==> config.mk <==
export PLATFORM = sky130hd
export DESIGN_NAME = netpbm_stream_decoder
export DESIGN_NICKNAME = d
export VERILOG_FILES = /design/src/sv/pnm_pkg.sv /design/src/sv/pnm_front.sv /design/src/sv/pnm_div.sv /design/src/sv/pnm_back.sv /design/src/sv/netpbm_stream_decoder.sv
export SDC_FILE = /design/constraint.sdc
export NUM_CORES = 1
export LEC_CHECK = 0
export BUFFER_PORTS_ARGS = -buffer_cell sky130_fd_sc_hd__buf_4
export CORE_UTILIZATION = 30
export DETAILED_ROUTE_END_ITERATION = 12
export PLACE_DENSITY = 0.46
export SLEW_MARGIN = 20
export SYNTH_ARGS = -nofsm -noshare
export SYNTH_HDL_FRONTEND = slang
export SYNTH_SLANG_ARGS = --single-unit
==> constraint.sdc <==
create_clock -name clock -period 10.9 [get_ports clock]
set_input_delay 2.18 -clock clock [delete_from_list [all_inputs] [get_ports clock]]
set_output_delay 2.18 -clock clock [all_outputs]
set_load 0.02 [all_outputs]
==> src/sv/pnm_pkg.sv <==
// shared types and constants for the netpbm stream decoder
// no dependencies

package pnm_pkg;

   localparam int MAX_WIDTH   = 16384;
   localparam int MAX_HEIGHT  = 16384;
   localparam int QUEUE_DEPTH = 4;
   localparam int QPTR_W      = $clog2(QUEUE_DEPTH);
   localparam int DIV_STEPS   = 24;
   localparam int DCNT_W      = $clog2(DIV_STEPS);

   localparam logic [15:0] SAT_LIMIT = 16'hFFFF;
   localparam logic [7:0]  CHAR_P    = 8'h50;
   localparam logic [7:0]  CHAR_HASH = 8'h23;
   localparam logic [7:0]  CHAR_ZERO = 8'h30;
   localparam logic [7:0]  CHAR_ONE  = 8'h31;
   localparam logic [7:0]  CHAR_SIX  = 8'h36;
   localparam logic [7:0]  CHAR_NINE = 8'h39;
   localparam logic [7:0]  CHAR_SP   = 8'h20;
   localparam logic [7:0]  CHAR_TAB  = 8'h09;
   localparam logic [7:0]  CHAR_LF   = 8'h0A;
   localparam logic [7:0]  CHAR_CR   = 8'h0D;

   typedef enum logic [3:0] {
      PH_IDLE, PH_MAGIC_P, PH_MAGIC_N, PH_WIDTH, PH_HEIGHT, PH_MAXVAL,
      PH_ASCII, PH_BIN, PH_DONE
   } phase_type;

   typedef enum logic [3:0] {
      ST_POP, ST_DISPATCH, ST_NUM, ST_COMPLETE, ST_SAMPLE, ST_SCALE, ST_WAIT,
      ST_PUT, ST_PBM, ST_END, ST_FIN, ST_FLUSH
   } step_type;

   typedef enum logic [1:0] {KIND_PIXEL, KIND_HEADER, KIND_ERROR, KIND_TRUNC} kind_type;

   typedef enum logic [1:0] {RET_END, RET_NUM, RET_FIN} ret_type;

   typedef struct packed {
      logic [7:0] data;
      logic       start;
      logic       last;
      logic       is_digit;
      logic       is_space;
      logic       is_eol;
      logic       is_hash;
   } byte_type;

   typedef struct packed {
      kind_type    kind;
      logic [13:0] x;
      logic [13:0] y;
      logic [7:0]  r;
      logic [7:0]  g;
      logic [7:0]  b;
      logic [14:0] w;
      logic [14:0] h;
      logic [2:0]  fmt;
      logic        last_of_image;
      logic        last_in_run;
   } result_type;

   typedef struct packed {
      logic        start;
      logic [23:0] dividend;
      logic [15:0] divisor;
   } div_req_type;

   typedef struct packed {
      logic       done;
      logic [7:0] quotient;
   } div_rsp_type;

endpackage

==> src/sv/pnm_front.sv <==
// front part: accepts file bytes, classifies them and queues them
// depends on pnm_pkg

module pnm_front
   import pnm_pkg::*;
(
   input  logic       clock,
   input  logic       reset,
   input  logic       req_tvalid,
   output logic       req_tready,
   input  logic [7:0] req_tdata,
   input  logic       req_tuser,
   input  logic       req_tlast,
   output logic       q_valid,
   output byte_type   q_head,
   input  logic       q_pop
);

   byte_type                entry_ff [QUEUE_DEPTH];
   byte_type                cls;
   logic [QPTR_W-1:0]       wr_ff, wr_in, rd_ff, rd_in;
   logic [QPTR_W:0]         count_ff, count_in;
   logic                    push;
   logic                    pop;

   always_comb begin
      cls.data     = req_tdata;
      cls.start    = req_tuser;
      cls.last     = req_tlast;
      cls.is_digit = (req_tdata >= CHAR_ZERO) && (req_tdata <= CHAR_NINE);
      cls.is_space = (req_tdata == CHAR_SP) || (req_tdata == CHAR_TAB) ||
                     (req_tdata == CHAR_LF) || (req_tdata == CHAR_CR);
      cls.is_eol   = (req_tdata == CHAR_LF) || (req_tdata == CHAR_CR);
      cls.is_hash  = (req_tdata == CHAR_HASH);
   end

   assign req_tready = (count_ff != (QPTR_W+1)'(QUEUE_DEPTH));
   assign push       = req_tvalid && req_tready;
   assign q_valid    = (count_ff != '0);
   assign pop        = q_pop && q_valid;
   assign q_head     = entry_ff[rd_ff];

   always_comb begin
      wr_in    = push ? wr_ff + 1'b1 : wr_ff;
      rd_in    = pop ? rd_ff + 1'b1 : rd_ff;
      count_in = count_ff + (QPTR_W+1)'(push) - (QPTR_W+1)'(pop);
   end

   always_ff @(posedge clock) begin
      if (reset) begin
         wr_ff    <= '0;
         rd_ff    <= '0;
         count_ff <= '0;
      end else begin
         wr_ff    <= wr_in;
         rd_ff    <= rd_in;
         count_ff <= count_in;
      end
   end

   always_ff @(posedge clock) begin
      if (push) begin
         entry_ff[wr_ff] <= cls;
      end
   end

endmodule

==> src/sv/pnm_div.sv <==
// restoring divider, one quotient bit per cycle, for sample scaling
// depends on pnm_pkg

module pnm_div
   import pnm_pkg::*;
(
   input  logic        clock,
   input  logic        reset,
   input  div_req_type req,
   output div_rsp_type rsp
);

   logic              busy_ff, busy_in;
   logic              done_ff, done_in;
   logic [DCNT_W-1:0] cnt_ff, cnt_in;
   logic [23:0]       num_ff, num_in;
   logic [15:0]       rem_ff, rem_in;
   logic [15:0]       den_ff, den_in;
   logic [16:0]       rsh;
   logic [16:0]       diff;

   always_comb begin
      busy_in = busy_ff;
      done_in = 1'b0;
      cnt_in  = cnt_ff;
      num_in  = num_ff;
      rem_in  = rem_ff;
      den_in  = den_ff;
      rsh     = {rem_ff, num_ff[23]};
      diff    = rsh - {1'b0, den_ff};
      if (req.start) begin
         busy_in = 1'b1;
         cnt_in  = DCNT_W'(DIV_STEPS - 1);
         num_in  = req.dividend;
         rem_in  = '0;
         den_in  = req.divisor;
      end else if (busy_ff) begin
         if (rsh >= {1'b0, den_ff}) begin
            rem_in = diff[15:0];
            num_in = {num_ff[22:0], 1'b1};
         end else begin
            rem_in = rsh[15:0];
            num_in = {num_ff[22:0], 1'b0};
         end
         cnt_in = cnt_ff - 1'b1;
         if (cnt_ff == '0) begin
            busy_in = 1'b0;
            done_in = 1'b1;
         end
      end
   end

   always_ff @(posedge clock) begin
      if (reset) begin
         busy_ff <= 1'b0;
         done_ff <= 1'b0;
      end else begin
         busy_ff <= busy_in;
         done_ff <= done_in;
      end
   end

   always_ff @(posedge clock) begin
      cnt_ff <= cnt_in;
      num_ff <= num_in;
      rem_ff <= rem_in;
      den_ff <= den_in;
   end

   assign rsp.done     = done_ff;
   assign rsp.quotient = num_ff[7:0];

endmodule

==> src/sv/pnm_back.sv <==
// back part: header parser, sample assembly and pixel sequencer with output register
// depends on pnm_pkg; uses pnm_div through the div request and response structs

module pnm_back
   import pnm_pkg::*;
(
   input  logic        clock,
   input  logic        reset,
   input  logic        q_valid,
   input  byte_type    q_head,
   output logic        q_pop,
   output div_req_type div_req,
   input  div_rsp_type div_rsp,
   output logic        out_valid,
   output result_type  out_res,
   input  logic        out_ready
);

   step_type    step_ff, step_in;
   phase_type   phase_ff, phase_in;
   logic [2:0]  fmt_ff, fmt_in;
   logic [14:0] width_ff, width_in, height_ff, height_in;
   logic [15:0] maxv_ff, maxv_in, accum_ff, accum_in;
   logic        ds_ff, ds_in, cmt_ff, cmt_in, lbn_ff, lbn_in;
   logic [13:0] col_ff, col_in, row_ff, row_in;
   logic [1:0]  ci_ff, ci_in, sidx_ff, sidx_in;
   logic [7:0]  hi_ff, hi_in;
   logic [15:0] red_ff, red_in, green_ff, green_in, sample_ff, sample_in;
   byte_type    cur_ff, cur_in;
   ret_type     ret_ff, ret_in;
   logic [7:0]  r8_ff, r8_in, g8_ff, g8_in, b8_ff, b8_in;
   logic [3:0]  pbm_n_ff, pbm_n_in, pbm_i_ff, pbm_i_in;
   logic        pend_valid_ff, pend_valid_in, out_valid_ff, out_valid_in;
   result_type  pend_ff, pend_in, out_ff, out_in;

   logic        out_free, emit_ok, emit_req, do_put, rgb, bypass, sc_store;
   kind_type    emit_kind;
   logic [7:0]  put_r, put_g, put_b, sc_val;
   logic [15:0] operand;
   logic [19:0] acc_tmp;
   logic [14:0] col_nx, row_nx, pbm_diff;
   logic        col_wrap, row_wrap;
   step_type    step_true, step_false;
   result_type  emit_res;

   assign out_free = !out_valid_ff || out_ready;
   assign emit_ok  = !pend_valid_ff || out_free;
   assign rgb      = (fmt_ff == 3'd3) || (fmt_ff == 3'd6);
   assign bypass   = (maxv_ff == 16'd0) || (maxv_ff == 16'd255);
   assign col_nx   = {1'b0, col_ff} + 15'd1;
   assign row_nx   = {1'b0, row_ff} + 15'd1;
   assign col_wrap = (col_nx >= width_ff);
   assign row_wrap = (row_nx >= height_ff);
   assign acc_tmp  = 20'(accum_ff) * 20'd10 + 20'(cur_ff.data - CHAR_ZERO);
   assign pbm_diff = width_ff - {1'b0, col_ff};

   always_comb begin
      unique case (sidx_ff)
         2'd0:    operand = rgb ? red_ff : sample_ff;
         2'd1:    operand = green_ff;
         default: operand = sample_ff;
      endcase
      step_true  = (ret_ff == RET_NUM) ? ST_NUM : ((ret_ff == RET_FIN) ? ST_FIN : ST_END);
      step_false = (ret_ff == RET_FIN) ? ST_FIN : ST_END;
   end

   always_comb begin
      step_in       = step_ff;
      phase_in      = phase_ff;
      fmt_in        = fmt_ff;
      width_in      = width_ff;
      height_in     = height_ff;
      maxv_in       = maxv_ff;
      accum_in      = accum_ff;
      ds_in         = ds_ff;
      cmt_in        = cmt_ff;
      lbn_in        = lbn_ff;
      col_in        = col_ff;
      row_in        = row_ff;
      ci_in         = ci_ff;
      sidx_in       = sidx_ff;
      hi_in         = hi_ff;
      red_in        = red_ff;
      green_in      = green_ff;
      sample_in     = sample_ff;
      cur_in        = cur_ff;
      ret_in        = ret_ff;
      r8_in         = r8_ff;
      g8_in         = g8_ff;
      b8_in         = b8_ff;
      pbm_n_in      = pbm_n_ff;
      pbm_i_in      = pbm_i_ff;
      pend_valid_in = pend_valid_ff;
      pend_in       = pend_ff;
      out_valid_in  = out_valid_ff && !out_ready;
      out_in        = out_ff;
      q_pop         = 1'b0;
      emit_req      = 1'b0;
      emit_kind     = KIND_PIXEL;
      do_put        = 1'b0;
      put_r         = '0;
      put_g         = '0;
      put_b         = '0;
      sc_store      = 1'b0;
      sc_val        = '0;
      div_req.start    = 1'b0;
      div_req.dividend = {operand, 8'h00} - {8'h00, operand};
      div_req.divisor  = maxv_ff;

      if (emit_ok || step_ff == ST_FLUSH) begin
         unique case (step_ff)
            ST_POP: begin
               if (q_valid) begin
                  q_pop  = 1'b1;
                  cur_in = q_head;
                  if (q_head.start) begin
                     fmt_in    = '0;
                     width_in  = '0;
                     height_in = '0;
                     maxv_in   = '0;
                     accum_in  = '0;
                     ds_in     = 1'b0;
                     cmt_in    = 1'b0;
                     col_in    = '0;
                     row_in    = '0;
                     ci_in     = '0;
                     hi_in     = '0;
                     red_in    = '0;
                     green_in  = '0;
                     lbn_in    = 1'b0;
                     phase_in  = PH_MAGIC_P;
                  end
                  step_in = ST_DISPATCH;
               end
            end
            ST_DISPATCH: begin
               step_in = ST_END;
               unique case (phase_ff)
                  PH_MAGIC_P: begin
                     if (cur_ff.data == CHAR_P) begin
                        phase_in = PH_MAGIC_N;
                     end else begin
                        emit_req  = 1'b1;
                        emit_kind = KIND_ERROR;
                        phase_in  = PH_IDLE;
                     end
                  end
                  PH_MAGIC_N: begin
                     if (cur_ff.data >= CHAR_ONE && cur_ff.data <= CHAR_SIX) begin
                        fmt_in   = cur_ff.data[2:0];
                        accum_in = '0;
                        ds_in    = 1'b0;
                        cmt_in   = 1'b0;
                        phase_in = PH_WIDTH;
                     end else begin
                        emit_req  = 1'b1;
                        emit_kind = KIND_ERROR;
                        phase_in  = PH_IDLE;
                     end
                  end
                  PH_WIDTH, PH_HEIGHT, PH_MAXVAL: step_in = ST_NUM;
                  PH_ASCII: begin
                     if (fmt_ff != 3'd1) begin
                        step_in = ST_NUM;
                     end else if (cmt_ff) begin
                        if (cur_ff.is_eol) cmt_in = 1'b0;
                     end else if (cur_ff.is_space) begin
                        step_in = ST_END;
                     end else if (cur_ff.is_hash) begin
                        cmt_in = 1'b1;
                     end else begin
                        r8_in   = (cur_ff.data == CHAR_ONE) ? 8'h00 : 8'hFF;
                        g8_in   = r8_in;
                        b8_in   = r8_in;
                        ret_in  = RET_END;
                        step_in = ST_PUT;
                     end
                  end
                  PH_BIN: begin
                     if (fmt_ff == 3'd4) begin
                        pbm_n_in = (pbm_diff > 15'd8) ? 4'd8 : pbm_diff[3:0];
                        pbm_i_in = '0;
                        step_in  = ST_PBM;
                     end else if (maxv_ff > 16'd255) begin
                        if (!lbn_ff) begin
                           hi_in  = cur_ff.data;
                           lbn_in = 1'b1;
                        end else begin
                           lbn_in    = 1'b0;
                           sample_in = {hi_ff, cur_ff.data};
                           ret_in    = RET_END;
                           step_in   = ST_SAMPLE;
                        end
                     end else begin
                        sample_in = {8'h00, cur_ff.data};
                        ret_in    = RET_END;
                        step_in   = ST_SAMPLE;
                     end
                  end
                  default: step_in = ST_END;
               endcase
            end
            ST_NUM: begin
               step_in = ST_END;
               if (cmt_ff) begin
                  if (cur_ff.is_eol) cmt_in = 1'b0;
               end else if (cur_ff.is_digit) begin
                  accum_in = (acc_tmp > 20'(SAT_LIMIT)) ? SAT_LIMIT : acc_tmp[15:0];
                  ds_in    = 1'b1;
               end else if (ds_ff) begin
                  ret_in  = RET_NUM;
                  step_in = ST_COMPLETE;
               end else if (cur_ff.is_space) begin
                  step_in = ST_END;
               end else if (cur_ff.is_hash) begin
                  cmt_in = 1'b1;
               end else begin
                  emit_req  = 1'b1;
                  emit_kind = KIND_ERROR;
                  phase_in  = PH_IDLE;
               end
            end
            ST_COMPLETE: begin
               accum_in = '0;
               ds_in    = 1'b0;
               step_in  = step_false;
               unique case (phase_ff)
                  PH_WIDTH: begin
                     if (accum_ff == '0 || accum_ff > 16'(MAX_WIDTH)) begin
                        emit_req  = 1'b1;
                        emit_kind = KIND_ERROR;
                        phase_in  = PH_IDLE;
                     end else begin
                        width_in = accum_ff[14:0];
                        phase_in = PH_HEIGHT;
                        step_in  = step_true;
                     end
                  end
                  PH_HEIGHT: begin
                     if (accum_ff == '0 || accum_ff > 16'(MAX_HEIGHT)) begin
                        emit_req  = 1'b1;
                        emit_kind = KIND_ERROR;
                        phase_in  = PH_IDLE;
                     end else begin
                        height_in = accum_ff[14:0];
                        if (fmt_ff == 3'd1 || fmt_ff == 3'd4) begin
                           maxv_in   = 16'd1;
                           emit_req  = 1'b1;
                           emit_kind = KIND_HEADER;
                        end else begin
                           phase_in = PH_MAXVAL;
                           step_in  = step_true;
                        end
                     end
                  end
                  PH_MAXVAL: begin
                     if (accum_ff == '0) begin
                        emit_req  = 1'b1;
                        emit_kind = KIND_ERROR;
                        phase_in  = PH_IDLE;
                     end else begin
                        maxv_in   = accum_ff;
                        emit_req  = 1'b1;
                        emit_kind = KIND_HEADER;
                     end
                  end
                  PH_ASCII: begin
                     sample_in = accum_ff;
                     step_in   = ST_SAMPLE;
                  end
                  default: step_in = step_false;
               endcase
               if (emit_req && emit_kind == KIND_HEADER) begin
                  col_in   = '0;
                  row_in   = '0;
                  ci_in    = '0;
                  lbn_in   = 1'b0;
                  cmt_in   = 1'b0;
                  phase_in = (fmt_ff <= 3'd3) ? PH_ASCII : PH_BIN;
               end
            end
            ST_SAMPLE: begin
               sidx_in = '0;
               if (rgb && ci_ff == 2'd0) begin
                  red_in  = sample_ff;
                  ci_in   = 2'd1;
                  step_in = step_true;
               end else if (rgb && ci_ff == 2'd1) begin
                  green_in = sample_ff;
                  ci_in    = 2'd2;
                  step_in  = step_true;
               end else begin
                  ci_in   = '0;
                  step_in = ST_SCALE;
               end
            end
            ST_SCALE: begin
               if (bypass) begin
                  sc_store = 1'b1;
                  sc_val   = operand[7:0];
               end else begin
                  div_req.start = 1'b1;
                  step_in       = ST_WAIT;
               end
            end
            ST_WAIT: begin
               if (div_rsp.done) begin
                  sc_store = 1'b1;
                  sc_val   = div_rsp.quotient;
               end
            end
            ST_PUT: begin
               do_put = 1'b1;
               put_r  = r8_ff;
               put_g  = g8_ff;
               put_b  = b8_ff;
               if (ret_ff == RET_FIN) begin
                  step_in = ST_FIN;
               end else if (ret_ff == RET_NUM && !(col_wrap && row_wrap)) begin
                  step_in = ST_NUM;
               end else begin
                  step_in = ST_END;
               end
            end
            ST_PBM: begin
               do_put   = 1'b1;
               put_r    = cur_ff.data[3'd7 - pbm_i_ff[2:0]] ? 8'h00 : 8'hFF;
               put_g    = put_r;
               put_b    = put_r;
               pbm_i_in = pbm_i_ff + 4'd1;
               if (pbm_i_in == pbm_n_ff) step_in = ST_END;
            end
            ST_END: begin
               if (cur_ff.last) begin
                  if (ds_ff && (phase_ff == PH_WIDTH || phase_ff == PH_HEIGHT ||
                                phase_ff == PH_MAXVAL ||
                                (phase_ff == PH_ASCII && fmt_ff != 3'd1))) begin
                     ret_in  = RET_FIN;
                     step_in = ST_COMPLETE;
                  end else begin
                     step_in = ST_FIN;
                  end
               end else begin
                  step_in = ST_FLUSH;
               end
            end
            ST_FIN: begin
               if (phase_ff != PH_IDLE && phase_ff != PH_DONE) begin
                  emit_req  = 1'b1;
                  emit_kind = KIND_TRUNC;
               end
               phase_in = PH_IDLE;
               step_in  = ST_FLUSH;
            end
            ST_FLUSH: begin
               if (!pend_valid_ff) begin
                  step_in = ST_POP;
               end else if (out_free) begin
                  out_in             = pend_ff;
                  out_in.last_in_run = 1'b1;
                  out_valid_in       = 1'b1;
                  pend_valid_in      = 1'b0;
                  step_in            = ST_POP;
               end
            end
            default: step_in = ST_POP;
         endcase
      end

      if (sc_store) begin
         if (!rgb) begin
            r8_in = sc_val;
            g8_in = sc_val;
            b8_in = sc_val;
         end else begin
            unique case (sidx_ff)
               2'd0:    r8_in = sc_val;
               2'd1:    g8_in = sc_val;
               default: b8_in = sc_val;
            endcase
         end
         if (!rgb || sidx_ff == 2'd2) begin
            step_in = ST_PUT;
         end else begin
            sidx_in = sidx_ff + 2'd1;
            step_in = ST_SCALE;
         end
      end

      emit_res = '0;
      if (do_put) begin
         emit_req               = 1'b1;
         emit_kind              = KIND_PIXEL;
         emit_res.x             = col_ff;
         emit_res.y             = row_ff;
         emit_res.r             = put_r;
         emit_res.g             = put_g;
         emit_res.b             = put_b;
         emit_res.last_of_image = col_wrap && row_wrap;
         if (col_wrap) begin
            col_in = '0;
            row_in = row_nx[13:0];
            if (row_wrap) phase_in = PH_DONE;
         end else begin
            col_in = col_nx[13:0];
         end
      end
      emit_res.kind = emit_kind;
      emit_res.w    = width_in;
      emit_res.h    = height_in;
      emit_res.fmt  = fmt_in;

      if (emit_req) begin
         if (pend_valid_ff) begin
            out_in       = pend_ff;
            out_valid_in = 1'b1;
         end
         pend_in       = emit_res;
         pend_valid_in = 1'b1;
      end
   end

   always_ff @(posedge clock) begin
      if (reset) begin
         step_ff       <= ST_POP;
         phase_ff      <= PH_IDLE;
         pend_valid_ff <= 1'b0;
         out_valid_ff  <= 1'b0;
         fmt_ff        <= '0;
         width_ff      <= '0;
         height_ff     <= '0;
         maxv_ff       <= '0;
         accum_ff      <= '0;
         ds_ff         <= 1'b0;
         cmt_ff        <= 1'b0;
         lbn_ff        <= 1'b0;
         col_ff        <= '0;
         row_ff        <= '0;
         ci_ff         <= '0;
      end else begin
         step_ff       <= step_in;
         phase_ff      <= phase_in;
         pend_valid_ff <= pend_valid_in;
         out_valid_ff  <= out_valid_in;
         fmt_ff        <= fmt_in;
         width_ff      <= width_in;
         height_ff     <= height_in;
         maxv_ff       <= maxv_in;
         accum_ff      <= accum_in;
         ds_ff         <= ds_in;
         cmt_ff        <= cmt_in;
         lbn_ff        <= lbn_in;
         col_ff        <= col_in;
         row_ff        <= row_in;
         ci_ff         <= ci_in;
      end
   end

   always_ff @(posedge clock) begin
      sidx_ff   <= sidx_in;
      hi_ff     <= hi_in;
      red_ff    <= red_in;
      green_ff  <= green_in;
      sample_ff <= sample_in;
      cur_ff    <= cur_in;
      ret_ff    <= ret_in;
      r8_ff     <= r8_in;
      g8_ff     <= g8_in;
      b8_ff     <= b8_in;
      pbm_n_ff  <= pbm_n_in;
      pbm_i_ff  <= pbm_i_in;
      pend_ff   <= pend_in;
      out_ff    <= out_in;
   end

   assign out_valid = out_valid_ff;
   assign out_res   = out_ff;

endmodule

==> src/sv/netpbm_stream_decoder.sv <==
// netpbm stream decoder: bytes of a P1..P6 file in, header, error and pixel results out
// the req channel carries one file byte per transfer, tuser marks the first byte of a
// file and tlast the final byte of the stream
// the rsp channel carries one result per transfer; tuser holds the result kind and the
// last-pixel flag, tlast marks the last result caused by one input byte
// bytes pass through a four-entry queue into a sequencer that handles one byte at a
// time, so input is taken while the sequencer or the receiver is busy
// a plain byte passes through the pop, dispatch, end and flush steps of the sequencer, a
// number or p1 pixel byte also through a number or put step; a completed sample adds the
// sample and put steps, plus a scale step and a wait on the one-bit-per-cycle divider for
// each component scaled (three per colour pixel) or a scale step for each bypassed
// component, and a p4 byte passes through the pbm step once for each pixel it holds
// reset clears the queue, the sequencer and the output register; the decoder then
// waits for a byte marked as the first of a file
// when rsp_tready is low the output register and one pending result hold, the
// sequencer waits, and req_tready falls once the queue is full
// depends on pnm_pkg, pnm_front, pnm_div and pnm_back

module netpbm_stream_decoder
   import pnm_pkg::*;
(
   input  logic        clock,
   input  logic        reset,
   input  logic        req_tvalid,
   output logic        req_tready,
   input  logic [7:0]  req_tdata,   // data_byte
   input  logic        req_tuser,   // start_of_image
   input  logic        req_tlast,
   output logic        rsp_tvalid,
   input  logic        rsp_tready,
   output logic [87:0] rsp_tdata,   // pixel_x, pixel_y, red, green, blue, image_width,
                                    // image_height, format_number, zero fill
   output logic [2:0]  rsp_tuser,   // result_kind, last_of_image
   output logic        rsp_tlast
);

   logic        q_valid;
   byte_type    q_head;
   logic        q_pop;
   div_req_type div_req;
   div_rsp_type div_rsp;
   result_type  res;

   pnm_front u_front (
      .clock      (clock),
      .reset      (reset),
      .req_tvalid (req_tvalid),
      .req_tready (req_tready),
      .req_tdata  (req_tdata),
      .req_tuser  (req_tuser),
      .req_tlast  (req_tlast),
      .q_valid    (q_valid),
      .q_head     (q_head),
      .q_pop      (q_pop)
   );

   pnm_div u_div (
      .clock (clock),
      .reset (reset),
      .req   (div_req),
      .rsp   (div_rsp)
   );

   pnm_back u_back (
      .clock     (clock),
      .reset     (reset),
      .q_valid   (q_valid),
      .q_head    (q_head),
      .q_pop     (q_pop),
      .div_req   (div_req),
      .div_rsp   (div_rsp),
      .out_valid (rsp_tvalid),
      .out_res   (res),
      .out_ready (rsp_tready)
   );

   assign rsp_tdata = {3'b000, res.fmt, res.h, res.w, res.b, res.g, res.r, res.y, res.x};
   assign rsp_tuser = {res.last_of_image, res.kind};
   assign rsp_tlast = res.last_in_run;

endmodule
==> results.txt <==
total track usage: 16.2%
R2R depth: 22
DR vias/cell: 5.07
Post-synth top flop: edfxtp_1
FP Rows: 108
CP max FO: 16
Commonest cells post-synth: edfxtp_1 (352), nand2_1 (216), o21ai_0 (204), nor2_1 (180)
Worst R2R Setup Slack: 5490 ps
CTS Buf Count: 61
cell depth of the worst setup path: 22
CP bufs+invs: 1
RSZ-0062 raised after global routing: false
Area after DPL: 28600 um^2
slew margin rel.: 28.5%
DR iter-0 viols: 1283
synth top area cells: edfxtp_1 (40%), dfxtp_1 (13%), ha_1 (6.3%)
FMAX: 185 MHz
Post-synth ARST share: 0%
total power: 6.58 mW
antenna violations before repair: 2
Starting Density: 30.4%
max cap viols: 0
final clock skew: 67.4 ps
hold buffers post-CTS: 0
CORE AREA: 87200 um^2
Leak: 11.6 nW
vias in the first global route: 19000
remaining global-route overflow: 0
# DRC: 0
Crit path arrival time: 5900 ps
first drt pass iteration count: 5
worst-skew pair later-pin latency: 660 ps
Ys Warns: 0
clk slew on worst S/H paths: 60 ps
CTS tree: built
count leader, synth: edfxtp_1
Clock Power Share: 31.6%
final hold vios: 0
NumNets Final: 2781
slowest stage delay, CP: 630 ps
Die X: 299 um
Die Area: 89600 um^2
# port buffers: 104
most frequent CP cell: ha_1
cells along the critical path: ha_1 -> ha_1 -> inv_1 -> fa_1 -> nor2b_1 -> o21ai_0 -> a21boi_0 -> o21a_1 -> nand2_1 -> a21boi_0 -> o41ai_1 -> o2111ai_1 -> a21oi_1 -> xnor2_1 -> ha_1 -> nor3_1 -> o21a_1 -> nand2_1 -> o311ai_0 -> o2111ai_1 -> o31a_1 -> a221o_1
number of distinct library cells after synthesis: 78
Post-synth EDFFs: 352
status: complete, no violations
Clock Tree Root: clkbuf_16
register area share after synthesis: 52.4%
Setup Fix Bufs, Post-CTS: 0
routed wire length per instance: 19.2 um
pwr/cell area: 214 nW/um^2
peak supply drop: 0.131 mV
htree depth: 2
Min Clock Period, post-route: 5410 ps
final setup violation count: 0
post-synth top area share: 39.9%
CP endpoint kind: register
r2r startpoint: u_back.accum_ff[1]$_SDFFE_PP0P_
cell taking the most area after synthesis: edfxtp_1
Final Wtd Congestion: 0.897
die height: 299 um
Mean Syn Cell Area: 10.4 um^2
Startpoint Class: register
Critical-path top delay cell: o41ai_1
via count: 19500
fraction of layout cells with a size suffix above 1: 10.9%
Worst Hold Class: register to register
routed wire length: 73500 um
Sink Count: 518
largest net degree at the start of global routing: 93
crit path kind: register to register
launch point of the worst hold path: u_back.sidx_ff[1]$_DFF_P_
first-pass GRT wire length: 114000 um
hpwl dp: 52800 um
Switch Pwr: 2.21 mW
mapped cell area: 26500 um^2
sequential share of power: 41.0%
Ports: 108
# resized after CTS: 0
final instance area: 30800 um^2
Detail Route Antenna Nets: 0
switching share of power: 33.5%
CP startpoint: u_back.accum_ff[1]$_SDFFE_PP0P_
final period utilization: 49.7%
CP top delay family: compound AO/OA/AOI/OAI gates
max-slew violations: 0
Post-Route Setup TNS: 0 ps
Crit path required time: 11390 ps
Seq cells post-synth: 518
combinational fraction of design power: 27.3%
internal power of the cells: 4.37 mW
CTS Buffer Depth: 3
hold path depth: 2
Slew @ Worst Pin: 1070 ps
area grow syn2layout: 16.1%
synthesized instance count: 2545
[power by group through the flow]
stage	clock (mW)	sequential, mW	combinational (mW)
final	2.08	2.70	1.80
after global routing	2.22	2.74	2.00
after detailed placement	0	2.74	1.78
after CTS	2.15	2.70	1.79
after global placement	0	2.74	1.75
after floorplan	0	2.63	1.32
[worst paths after layout]
kind | end
setup / recovery | u_back.accum_ff[8]$_SDFFE_PP0P_
hold / removal | u_back.sidx_ff[1]$_DFF_P_
setup reg to reg | u_back.accum_ff[8]$_SDFFE_PP0P_
hold reg to reg | u_back.sidx_ff[1]$_DFF_P_
[tightest hold or removal path: cells and delay by family, from the launching register on]
kind             cells  cell delay [ps]
flip-flops           1              320
AND/OR/NAND/NOR      1               50
AO/OA/AOI/OAI        1               60
[placed cells by master (no fill, tap or decap), drive strengths merged, types with 9 or more instances in the layout]
| cell | netlist | layout |
|---|---|---|
| a211oi | 13 | 13 |
| a21boi | 10 | 10 |
| a21o | 18 | 18 |
| a21oi | 166 | 166 |
| a221o | 16 | 16 |
| a221oi | 9 | 9 |
| a22o | 43 | 43 |
| a22oi | 11 | 11 |
| a31oi | 18 | 18 |
| and2 | 132 | 132 |
| and3 | 58 | 58 |
| buf | 8 | 136 |
| clkbuf | 111 | 90 |
| clkinv | 0 | 20 |
| dfxtp | 166 | 166 |
| edfxtp | 352 | 352 |
| ha | 134 | 134 |
| inv | 119 | 121 |
| mux2 | 13 | 13 |
| mux2i | 19 | 19 |
| mux4 | 16 | 16 |
| nand2 | 216 | 216 |
| nand2b | 17 | 17 |
| nand3 | 67 | 67 |
| nand3b | 14 | 14 |
| nand4 | 20 | 20 |
| nor2 | 180 | 180 |
| nor2b | 54 | 54 |
| nor3 | 50 | 50 |
| nor4 | 12 | 12 |
| o211ai | 34 | 34 |
| o21a | 19 | 19 |
| o21ai | 214 | 214 |
| or2 | 9 | 9 |
| or3 | 10 | 10 |
| xnor2 | 69 | 69 |
| xor2 | 37 | 37 |
[cell families after synthesis]
group           count (synthesis)  synth area share, %
simple gates                  863                 16.3
compound gates                632                 15.0
flops                         518                 52.4
buf+inv                       238                 3.42
fa+ha+maj                     139                 6.70
xor+xnor                      106                 3.56
mux                            48                 2.63
other cells                     1               0.0141
[area by class of cell]
class,count,area [um^2]
fill,8680,56400
sequential,518,13900
multi-input combinational,1791,11800
clock buffer,89,1790
tap,1155,1450
timing repair buffer,137,1070
inverter,119,447
clock inverter,26,295
antenna,2,5.00
[routing by layer]
layer	up-vias	wire [um]	GRT usage, %
met5	-	0	0
met3	107	3570	2.38
met2	511	33100	25.8
met1	9371	34600	22.5
li1	9474	-	-
met4	0	2200	5.41
[metrics by stage]
stage	worst slack [ps]	std cells	hold WS (ps)	utilization [%]
global placement	4930	3716	468	32.8
finish	5490	3837	476	35.3
detailed placement	4800	3716	476	32.8
global route	4830	3835	478	35.3
floorplan	364	2547	421	-
CTS	5480	3831	462	35.2
(Power assumes the default switching activity.)
